### config.mk
export PLATFORM = sky130hd
export DESIGN_NAME = point_in_polygon_test_top_flat
export DESIGN_NICKNAME = d
export VERILOG_FILES = /design/src/design/pip_pkg.sv /design/src/design/pip_if.sv /design/src/design/point_in_polygon_test_top.sv /design/src/flat_wrapper.sv
export SDC_FILE = /design/constraint.sdc
export NUM_CORES = 2
export LEC_CHECK = 0
export BUFFER_PORTS_ARGS = -buffer_cell sky130_fd_sc_hd__buf_2
export CORE_MARGIN = 4
export CORE_UTILIZATION = 50
export CTS_CLUSTER_DIAMETER = 120
export CTS_CLUSTER_SIZE = 24
export DETAILED_ROUTE_END_ITERATION = 8
export PLACE_DENSITY_LB_ADDON = 0.08
export SLEW_MARGIN = 20
export SYNTH_ARGS = -nofsm -noshare
export SYNTH_HDL_FRONTEND = slang
export SYNTH_SLANG_ARGS = --single-unit
### constraint.sdc
create_clock -name clk -period 11.2 [get_ports clk]
set_input_delay 1.68 -clock clk [delete_from_list [all_inputs] [get_ports clk]]
set_output_delay 1.68 -clock clk [all_outputs]
set_load 0.01 [all_outputs]
### src/design/pip_pkg.sv
// package for the point-in-polygon test block
// sizes, derived widths and sequencer state type; no dependencies
`default_nettype none

package pip_pkg;

    localparam int MAX_VERTICES = 8;
    localparam int COORD_WIDTH  = 16;

    localparam int IDX_W    = (MAX_VERTICES > 1) ? $clog2(MAX_VERTICES) : 1;
    localparam int CNT_W    = IDX_W + 1;
    localparam int SLOT_W   = 3;
    localparam int CFG_W    = 4;
    localparam int DIFF_W   = COORD_WIDTH + 1;
    localparam int PROD_W   = 2 * DIFF_W;
    localparam int PDATA_W  = 32;
    localparam int PADDR_W  = 3;

    localparam logic REG_VERTEX_COUNT = 1'b0;
    localparam logic OP_LOAD          = 1'b0;
    localparam logic OP_QUERY         = 1'b1;

    localparam logic [CFG_W-1:0] VERTEX_COUNT_RESET = CFG_W'(6);

    typedef logic signed [COORD_WIDTH-1:0] coord_t;
    typedef logic signed [DIFF_W-1:0]      diff_t;
    typedef logic signed [PROD_W-1:0]      prod_t;

    typedef enum logic [5:0] {
        S_IDLE   = 6'b000001,
        S_READ   = 6'b000010,
        S_MUL_L  = 6'b000100,
        S_MUL_R  = 6'b001000,
        S_CMP    = 6'b010000,
        S_FINISH = 6'b100000
    } state_t;

endpackage

`default_nettype wire

### src/design/pip_if.sv
// valid/ready channel interfaces for query items and results
// depends on pip_pkg
`default_nettype none

interface pip_in_if;
    import pip_pkg::*;

    logic               valid;
    logic               ready;
    logic               op;
    logic [SLOT_W-1:0]  vertex_index;
    coord_t             coord_x;
    coord_t             coord_y;

    modport source (output valid, output op, output vertex_index, output coord_x,
                    output coord_y, input ready);
    modport sink   (input valid, input op, input vertex_index, input coord_x,
                    input coord_y, output ready);
endinterface

interface pip_out_if;
    logic valid;
    logic ready;
    logic inside_res;

    modport source (output valid, output inside_res, input ready);
    modport sink   (input valid, input inside_res, output ready);
endinterface

`default_nettype wire

### src/design/point_in_polygon_test_top.sv
// even-odd ray-casting point-in-polygon test, top level
// depends on pip_pkg and pip_if (pip_in_if, pip_out_if)
`default_nettype none

// A load transfer (op 0) writes one vertex into the table and gives no result;
// a query transfer (op 1) gives one inside_res transfer. A query walks the
// polygon one edge at a time through one shared 17x17 multiplier: each edge
// goes through a table read, two products and a compare, and item ready stays
// low from accept until the result is registered. The result sits in an output
// register, so the next item is taken while a result still waits. The user must
// write vertex_count (address 0) over the APB port only while the block is idle;
// the block does not enforce this. Counts above the table size use the table
// size, and counts below three give 0. Vertices must be loaded before a query
// reads them.
module point_in_polygon_test_top (
    input  wire logic                    clk,
    input  wire logic                    rst_n,
    input  wire logic                    psel,
    input  wire logic                    penable,
    input  wire logic                    pwrite,
    input  wire logic [pip_pkg::PADDR_W-1:0] paddr,
    input  wire logic [pip_pkg::PDATA_W-1:0] pwdata,
    output logic      [pip_pkg::PDATA_W-1:0] prdata,
    output logic                         pready,
    pip_in_if.sink                       item,
    pip_out_if.source                    result
);
    import pip_pkg::*;

    // configuration
    logic [CFG_W-1:0] vertex_count_reg;
    logic             cfg_write;

    // sequencer
    state_t           state_reg, state_next;
    logic [IDX_W-1:0] edge_reg, edge_next;
    logic [CNT_W-1:0] count_reg, count_next;
    logic             flag_reg, flag_next;
    logic             out_valid_reg, out_valid_next;
    logic             out_res_reg, out_res_next;
    coord_t           px_reg, px_next;
    coord_t           py_reg, py_next;
    prod_t            prod_l_reg, prod_l_next;
    prod_t            prod_r_reg, prod_r_next;

    // vertex table
    coord_t           vx_mem [MAX_VERTICES];
    coord_t           vy_mem [MAX_VERTICES];
    coord_t           xi_reg, xj_reg, yi_reg, yj_reg;
    logic [IDX_W-1:0] idx_j;
    logic             item_xfer;
    logic             load_en;

    // shared multiplier
    diff_t            mul_a, mul_b;
    prod_t            mul_p;
    diff_t            dy;
    logic             straddle;
    logic             left;
    logic             last_edge;
    logic [CNT_W-1:0] count_clamped;

    assign pready    = 1'b1;
    assign cfg_write = psel && penable && pwrite;

    always_comb
    begin
        prdata = '0;
        if (paddr[2] == REG_VERTEX_COUNT)
        begin
            prdata = PDATA_W'(vertex_count_reg);
        end
    end

    always_ff @(posedge clk or negedge rst_n)
    begin
        if (!rst_n)
        begin
            vertex_count_reg <= VERTEX_COUNT_RESET;
        end
        else if (cfg_write && paddr[2] == REG_VERTEX_COUNT)
        begin
            vertex_count_reg <= pwdata[CFG_W-1:0];
        end
    end

    assign item.ready    = (state_reg == S_IDLE);
    assign item_xfer     = item.valid && item.ready;
    assign load_en       = item_xfer && item.op == OP_LOAD
                           && int'(item.vertex_index) < MAX_VERTICES;
    assign result.valid      = out_valid_reg;
    assign result.inside_res = out_res_reg;

    assign idx_j = (edge_reg == '0) ? IDX_W'(count_reg - CNT_W'(1)) : edge_reg - IDX_W'(1);

    always_ff @(posedge clk)
    begin
        if (load_en)
        begin
            vx_mem[IDX_W'(item.vertex_index)] <= item.coord_x;
            vy_mem[IDX_W'(item.vertex_index)] <= item.coord_y;
        end
        xi_reg <= vx_mem[edge_reg];
        yi_reg <= vy_mem[edge_reg];
        xj_reg <= vx_mem[idx_j];
        yj_reg <= vy_mem[idx_j];
    end

    always_comb
    begin
        if (int'(vertex_count_reg) > MAX_VERTICES)
        begin
            count_clamped = CNT_W'(MAX_VERTICES);
        end
        else
        begin
            count_clamped = CNT_W'(vertex_count_reg);
        end
    end

    assign dy = {yj_reg[COORD_WIDTH-1], yj_reg} - {yi_reg[COORD_WIDTH-1], yi_reg};

    always_comb
    begin
        if (state_reg == S_MUL_L)
        begin
            mul_a = {px_reg[COORD_WIDTH-1], px_reg} - {xi_reg[COORD_WIDTH-1], xi_reg};
            mul_b = dy;
        end
        else
        begin
            mul_a = {xj_reg[COORD_WIDTH-1], xj_reg} - {xi_reg[COORD_WIDTH-1], xi_reg};
            mul_b = {py_reg[COORD_WIDTH-1], py_reg} - {yi_reg[COORD_WIDTH-1], yi_reg};
        end
    end

    assign mul_p     = mul_a * mul_b;
    assign straddle  = (yi_reg > py_reg) != (yj_reg > py_reg);
    assign left      = dy[DIFF_W-1] ? (prod_r_reg < prod_l_reg) : (prod_l_reg < prod_r_reg);
    assign last_edge = (CNT_W'(edge_reg) == count_reg - CNT_W'(1));

    always_comb
    begin
        state_next     = state_reg;
        edge_next      = edge_reg;
        count_next     = count_reg;
        flag_next      = flag_reg;
        out_valid_next = out_valid_reg;
        out_res_next   = out_res_reg;
        px_next        = px_reg;
        py_next        = py_reg;
        prod_l_next    = prod_l_reg;
        prod_r_next    = prod_r_reg;

        if (out_valid_reg && result.ready)
        begin
            out_valid_next = 1'b0;
        end

        case (state_reg)
            S_IDLE:
            begin
                if (item_xfer && item.op == OP_QUERY)
                begin
                    px_next    = item.coord_x;
                    py_next    = item.coord_y;
                    count_next = count_clamped;
                    edge_next  = '0;
                    flag_next  = 1'b0;
                    if (count_clamped == '0)
                    begin
                        state_next = S_FINISH;
                    end
                    else
                    begin
                        state_next = S_READ;
                    end
                end
            end
            S_READ:
            begin
                state_next = S_MUL_L;
            end
            S_MUL_L:
            begin
                prod_l_next = mul_p;
                state_next  = S_MUL_R;
            end
            S_MUL_R:
            begin
                prod_r_next = mul_p;
                state_next  = S_CMP;
            end
            S_CMP:
            begin
                if (straddle && left)
                begin
                    flag_next = !flag_reg;
                end
                if (last_edge)
                begin
                    state_next = S_FINISH;
                end
                else
                begin
                    edge_next  = edge_reg + IDX_W'(1);
                    state_next = S_READ;
                end
            end
            S_FINISH:
            begin
                if (!out_valid_reg || result.ready)
                begin
                    out_valid_next = 1'b1;
                    out_res_next   = flag_reg;
                    state_next     = S_IDLE;
                end
            end
            default:
            begin
                state_next = S_IDLE;
            end
        endcase
    end

    always_ff @(posedge clk or negedge rst_n)
    begin
        if (!rst_n)
        begin
            state_reg     <= S_IDLE;
            out_valid_reg <= 1'b0;
        end
        else
        begin
            state_reg     <= state_next;
            out_valid_reg <= out_valid_next;
        end
    end

    always_ff @(posedge clk)
    begin
        edge_reg    <= edge_next;
        count_reg   <= count_next;
        flag_reg    <= flag_next;
        out_res_reg <= out_res_next;
        px_reg      <= px_next;
        py_reg      <= py_next;
        prod_l_reg  <= prod_l_next;
        prod_r_reg  <= prod_r_next;
    end

endmodule

`default_nettype wire

### src/flat_wrapper.sv
// flat-port wrapper written by rule: the top's interface ports become plain ports
module point_in_polygon_test_top_flat import pip_pkg::*;
  (clk, rst_n, psel, penable, pwrite, paddr, pwdata, prdata, pready, item_valid, item_op, item_vertex_index, item_coord_x, item_coord_y, item_ready, result_valid, result_inside_res, result_ready);
  pip_in_if item_i ();
  pip_out_if result_i ();
  input  wire logic clk;
  input  wire logic rst_n;
  input  wire logic psel;
  input  wire logic penable;
  input  wire logic pwrite;
  input  wire logic [pip_pkg::PADDR_W-1:0] paddr;
  input  wire logic [pip_pkg::PDATA_W-1:0] pwdata;
  output logic      [pip_pkg::PDATA_W-1:0] prdata;
  output logic pready;
  input wire logic [$bits(item_i.valid)-1:0] item_valid;
  input wire logic [$bits(item_i.op)-1:0] item_op;
  input wire logic [$bits(item_i.vertex_index)-1:0] item_vertex_index;
  input wire logic [$bits(item_i.coord_x)-1:0] item_coord_x;
  input wire logic [$bits(item_i.coord_y)-1:0] item_coord_y;
  output wire logic [$bits(item_i.ready)-1:0] item_ready;
  output wire logic [$bits(result_i.valid)-1:0] result_valid;
  output wire logic [$bits(result_i.inside_res)-1:0] result_inside_res;
  input wire logic [$bits(result_i.ready)-1:0] result_ready;
  assign item_i.valid = item_valid;
  assign item_i.op = item_op;
  assign item_i.vertex_index = item_vertex_index;
  assign item_i.coord_x = item_coord_x;
  assign item_i.coord_y = item_coord_y;
  assign item_ready = item_i.ready;
  assign result_valid = result_i.valid;
  assign result_inside_res = result_i.inside_res;
  assign result_i.ready = result_ready;
  point_in_polygon_test_top u_core (.clk(clk), .rst_n(rst_n), .psel(psel), .penable(penable), .pwrite(pwrite), .paddr(paddr), .pwdata(pwdata), .prdata(prdata), .pready(pready), .item(item_i), .result(result_i));
endmodule
# ---- Word level (Yosys, flattened, before mapping)
# Memories as Yosys holds them, arrays and structs flattened. A register that Yosys moved wholly into a read port is not among the register bits.
# Index checks and enable logic that the tools add are counted.
dict set report classes {
  n_addsub 7
  mul 1
  magnitude_cmp 5
  eq_ne 12
  muxes 22
  bitwise_logic 2
  n_reduce_logical 19
}
# operator n
set op_table {}
lappend op_table {{$lt 34x34->1} 2}
lappend op_table {{$sub 16x16->17} 4}
lappend op_table {{$pmux 6 s6} 1}
lappend op_table {{$mul 17x17->34} 1}
lappend op_table {{$mux 17} 2}
lappend op_table {{$gt 16x16->1} 2}
lappend op_table {{$mux 6} 4}
lappend op_table {{$mux 3} 3}
lappend op_table {{$logic_and 1x1->1} 8}
lappend op_table {{$mux 1} 8}
lappend op_table {{$mux 4} 2}
lappend op_table {{$eq 6x1->1 const B} 1}
lappend op_table {{$eq 6x2->1 const B} 1}
lappend op_table {{$eq 6x3->1 const B} 1}
lappend op_table {{$eq 6x4->1 const B} 1}
lappend op_table {{$eq 6x5->1 const B} 1}
lappend op_table {{$eq 6x6->1 const B} 1}
lappend op_table {{$pmux 3 s2} 1}
lappend op_table {{$reduce_and 2->1} 3}
lappend op_table {{$reduce_and 3->1} 2}
lappend op_table {{$eq 3x4->1} 1}
lappend op_table {{$gt 4x4->1 const B} 1}
lappend op_table {{$logic_not 4->1} 1}
lappend op_table {{$ne 2x1->1 const B} 2}
lappend op_table {{other kinds (11)} 14}
dict set report totals {
  regBits 120
  mem_bits_rw 256
  out_inout_bits 36
  wordCells 81
  memories 2
}
# name depth word_bits read_ports rd_clocked_by_memory_dff write_ports line
set memory_table {}
lappend memory_table {u_core.vx_mem 8 16 2 2 1 point_in_polygon_test_top.sv:47} ;# coord_t vx_mem [MAX_VERTICES];
lappend memory_table {u_core.vy_mem 8 16 2 2 1 point_in_polygon_test_top.sv:48} ;# coord_t vy_mem [MAX_VERTICES];

# ---- Depth between registers and ports, before layout
dict set report logic_depth {
  depth_word 6
  ltp_mapped 38
  ltp_nobuf 35
}

# ---- Least setup slack after synthesis
# No wires, ideal clock.
dict set report synth_timing {
  kind {register to register}
  start {register u_core.state_reg[5]}
  end {register u_core.prod_l_reg[33] (data pin)}
  arrival_ns 9.322
  t_required_ns 10.938
  path_slack_ns 1.616
  path_stages_with_launch 37
  n_path_buf 3
  synth_period_minus_slack_ns 9.584
  path_cell_list {dfrtp_1 or4_4 or3b_4 clkinv_2 buf_2 buf_4 buf_2 nand2_1 nand2_1 ha_1 nor2b_1 o31a_1 o211ai_1 a21oi_1 o21ai_1 a211oi_1 nor3_1 nor2_1 fa_1 inv_1 fa_1 fa_1 inv_1 fa_1 fa_1 inv_1 fa_1 inv_1 ha_1 a211oi_1 o21ai_0 a31oi_1 o21ai_0 nor3_1 o311ai_1 o31a_1 xnor2_1}
}
dict set report synth_via {
  elab_chain_len 3
  elab_cells_between_ends 4
  cone_classes {mul: 1; eq/ne: 1; mux: 2}
}
# element line
set synth_rtl {}
lappend synth_rtl {{from (decl)} point_in_polygon_test_top.sv:35} ;# state_t state_reg, state_next;
lappend synth_rtl {{from (signal assigned)} point_in_polygon_test_top.sv:235} ;# state_reg <= state_next;
lappend synth_rtl {{$eq 6x3->1 *} point_in_polygon_test_top.sv:125} ;# if (state_reg == S_MUL_L)
lappend synth_rtl {{$mux 17} point_in_polygon_test_top.sv:125}
lappend synth_rtl {{$mul 17x17->34 *} point_in_polygon_test_top.sv:137} ;# assign mul_p = mul_a * mul_b;
lappend synth_rtl {{named net u_core.mul_p[33]} point_in_polygon_test_top.sv:56} ;# prod_t mul_p;
lappend synth_rtl {{to (signal assigned)} point_in_polygon_test_top.sv:248} ;# prod_l_reg <= prod_l_next;
lappend synth_rtl {{to (decl)} point_in_polygon_test_top.sv:43} ;# prod_t prod_l_reg, prod_l_next;
# The timed path passes the listed nets; every way through them passes the cells marked *.
# A chain may end at the register's enable or synchronous reset.

# ---- Final worst setup path
dict set report layout_timing {
  start {register u_core.state_reg[5]}
  end {register u_core.prod_r_reg[33] (data pin)}
}
dict set report layout_via {
  elab_chain_len 3
  elab_cells_between_ends 4
  cone_classes {mul: 1; eq/ne: 1; mux: 2}
}
# element line
set layout_rtl {}
lappend layout_rtl {{$eq 6x3->1 *} point_in_polygon_test_top.sv:125}
lappend layout_rtl {{$mux 17} point_in_polygon_test_top.sv:125}
lappend layout_rtl {{$mul 17x17->34 *} point_in_polygon_test_top.sv:137}
lappend layout_rtl {{named net u_core.mul_p[33]} point_in_polygon_test_top.sv:56}
lappend layout_rtl {{to (signal assigned)} point_in_polygon_test_top.sv:249} ;# prod_r_reg <= prod_r_next;
lappend layout_rtl {{to (decl)} point_in_polygon_test_top.sv:44} ;# prod_t prod_r_reg, prod_r_next;
# Marked as above.

==> results.rst <==
.. list-table::
   :header-rows: 1

   * - Metric
     - Value
   * - Yosys top cell area share
     - 0.3419
   * - CTS tree
     - yes
   * - Die Height
     - ~260 um
   * - Residual antenna-violating net count after detailed routing
     - 0
   * - Slew at the pin with the worst max-slew slack
     - 1.146 ns
   * - Layout cell share with drive strength beyond 1
     - 0.1416
   * - Iteration-0 DRC count of the detailed router
     - between 1,000 and 1,500
   * - First-pass detailed-route iteration total
     - 5
   * - Number of standard cells after synthesis
     - 2,615
   * - Worst skew pair latency
     - 0.61 ns
   * - Worst slew margin relative to its limit
     - 0.2358
   * - Leading post-synthesis cells by cell area
     - edfxtp_1 (34%), fa_1 (19%), mux4_2 (9.0%)
   * - Highest-delay cell along the critical path
     - fa_1
   * - Max-cap viol count
     - 0
   * - Total routing usage reported by global routing
     - 0.2147
   * - First-pass GRT wire length
     - 114,800 um
   * - Number of enable-type register cells in the synthesized netlist
     - between 300 and 400
   * - Final critical delay including setup and external delays
     - between 10 and 15 ns
   * - Most common cell after layout, fill and taps aside
     - inv_1
   * - Registers with the most flip-flops
     - u_core.vx_mem: 128 flops, u_core.vy_mem: 128 flops
   * - Count of buffers from port buffering
     - 54
   * - Count of cell types in the netlist
     - 84
   * - Fill count
     - 5,416
   * - Detailed-placement wirelength estimate
     - approximately 53,000 um
   * - Crit-path most repeated cell
     - fa_1
   * - Crit start category
     - flop
   * - Primary FF master, synth
     - edfxtp_1
   * - CP Data Required Time
     - 11.54 ns
   * - Total of hold buffers inserted after clock tree synthesis
     - 0
   * - Unrepaired setup endpoints after global routing
     - false
   * - Pin count of the biggest net entering global routing
     - 69
   * - Clock transition at the registers of the reported paths
     - about 0.09 ns
   * - Sequential-to-total area share from yosys stat
     - 0.3905
   * - Area inside the core boundary
     - about 63,000 um^2
   * - Final cycle utilization of the critical path
     - 0.8967
   * - Hold crit path type
     - reg2reg
   * - Final net count
     - roughly 3,200
   * - Inserted Clock Buffers
     - 22
   * - Effective utilization at floorplan
     - 0.5064
   * - Status
     - completed
   * - Number of sinks handled by clock tree synthesis
     - 440
   * - Die Area
     - ~70,000 um^2
   * - Most area-hungry cell type in the Yosys netlist
     - edfxtp_1
   * - Async set or reset register ratio after synthesis
     - 0.02500
   * - Total global routing overflow
     - 0
   * - Global placement routability congestion
     - 0.8839
   * - DIE WIDTH
     - roughly 260 um
   * - Core Rows
     - 92
   * - Vias after detailed routing
     - 19,118
   * - Max frequency
     - 0.09957 GHz
   * - Post-cts gate resize count
     - 0
   * - Average vias per placed instance
     - 5.414
   * - Post-synthesis to final-layout area growth
     - 6.307%
   * - Maximum count of clock buffers along a single path
     - 3
   * - Detailed-route wire length per cell
     - 20.20 um
   * - Multi-input combinational cell area
     - 17,490 um^2
   * - Count of final hold-check violations
     - 0
   * - Commonest cells after routing, fill and taps aside
     - inv_1 (439), edfxtp_1 (365), fa_1 (299)
   * - Seq. cell area
     - 12,520 um^2
   * - Highest cell delay on the worst timing path
     - about 0.73 ns
   * - Post-CTS setup buffers
     - 0
   * - Final sum of negative setup slack
     - 0 ns
   * - YS warnings
     - 0
   * - Initial antenna violation count
     - 4
   * - H-tree depth
     - 1
   * - Critical-path maximum fanout
     - just over 60
   * - Average footprint of a synthesized cell
     - 12.26 um^2
   * - Endpoint class of the critical path
     - flop
   * - Buffer type at the clock tree root
     - clkbuf_16
   * - Number of global-route vias before repair
     - 20,457
   * - Min Hold Slack
     - approximately 0.5 ns
   * - Number of top-level pins
     - 114
   * - Endpoints failing setup
     - 0
   * - Critical path start-end classification
     - reg2reg
   * - Flip-flop and latch count after synthesis
     - between 400 and 500
   * - Max Slew Vio Count
     - 0
   * - Crit path DAT
     - roughly 10 ns
   * - Worst clock skew
     - 0.02989 ns
   * - DRC viols
     - 0
   * - Post-Synthesis Cell Area
     - between 30,000 and 40,000 um^2
   * - Wirelength, routed
     - 71,320 um
worst max-delay path: cells and delay by family, from the launching register on:
family	cells	cell delay, ns
buf+inv	6	0.90
flops	1	0.41
simple gates	9	1.99
xor+xnor	1	0.08
compound gates	9	2.32
fa+ha+maj	8	4.06
cells in the mapped netlist, types with 16 or more instances:
cell type    n
dfxtp_1     64
a21o_1      16
nor2b_1     22
o21ai_0     48
a21oi_1     59
ha_1       188
inv_1      439
nor3_1      31
edfxtp_1   365
o21a_1      20
nor2_1     198
and2_1      23
mux4_2     128
mux2_2      68
xor2_1      26
buf_2       32
buf_4       34
nand3_1     32
nand2_1    194
clkbuf_1    24
nand2b_1    45
xnor2_1     52
fa_1       299
metal layers:
| layer | routed length (um) | GRT usage | vias up |
|---|---|---|---|
| li1 | - | - | 8926 |
| met5 | 27 | 0 | - |
| met2 | 35220 | 0.3689 | 357 |
| met4 | 1151 | 0.03455 | 4 |
| met3 | 2851 | 0.02495 | 72 |
| met1 | 32070 | 0.3040 | 9759 |
path summary, 6_finish.rpt:
check	startpoint	depth (start not counted)	endpoint	slack [ns]
max	u_core.state_reg[5]	33	u_core.prod_r_reg[33]	1.16
min	u_core.flag_reg	0	u_core.result.inside_res	0.50
max reg2reg	u_core.state_reg[5]	33	u_core.prod_r_reg[33]	1.16
min reg2reg	u_core.flag_reg	0	u_core.result.inside_res	0.50
max in group asynchronous	rst_n	1	u_core.state_reg[0]	9.99
min in group asynchronous	rst_n	1	u_core.vertex_count_reg[0]	0.92
through the flow:
| step | util | area [um^2] | setup slack, ns | instances |
|---|---|---|---|---|
| after floorplan | - | 32160 | 1.616 | 2642 |
| after global placement | 0.5273 | 33380 | 1.205 | 3489 |
| after detailed placement | 0.5274 | 33390 | 1.143 | 3489 |
| after CTS | 0.5382 | 34080 | 1.095 | 3529 |
| after global routing | 0.5383 | 34080 | 0.5416 | 3530 |
| final | 0.5383 | 34080 | 1.157 | 3531 |
logic make-up (layout without fill, tap and decap cells):
group                    count (synthesis)  in the layout  synth area share
AO/OA/AOI/OAI                          234            234           0.04820
adder cells (fa/ha/maj)                487            487            0.2601
other                                    2             31         0.0002342
flip-flops                             440            440            0.3905
buffers and inverters                  545            586           0.07052
multiplexers                           207            207            0.1175
AND/OR/NAND/NOR                        622            622           0.09167
XOR/XNOR                                78             78           0.02131
layout make-up:
class / instances / share of cell area
multi-input cells: 1657 / 0.5133
flip-flops and latches: 440 / 0.3674
inverters: 441 / 0.04861
well taps: 846 / 0.03106
repair buffers: 105 / 0.01953
clock buffers: 38 / 0.01883
clock inverters: 2 / 0.001211
diodes: 2 / 0.0001468
Power is not shown: default switching activity piles up to over one toggle a cycle in this logic, so the estimate is an artifact.
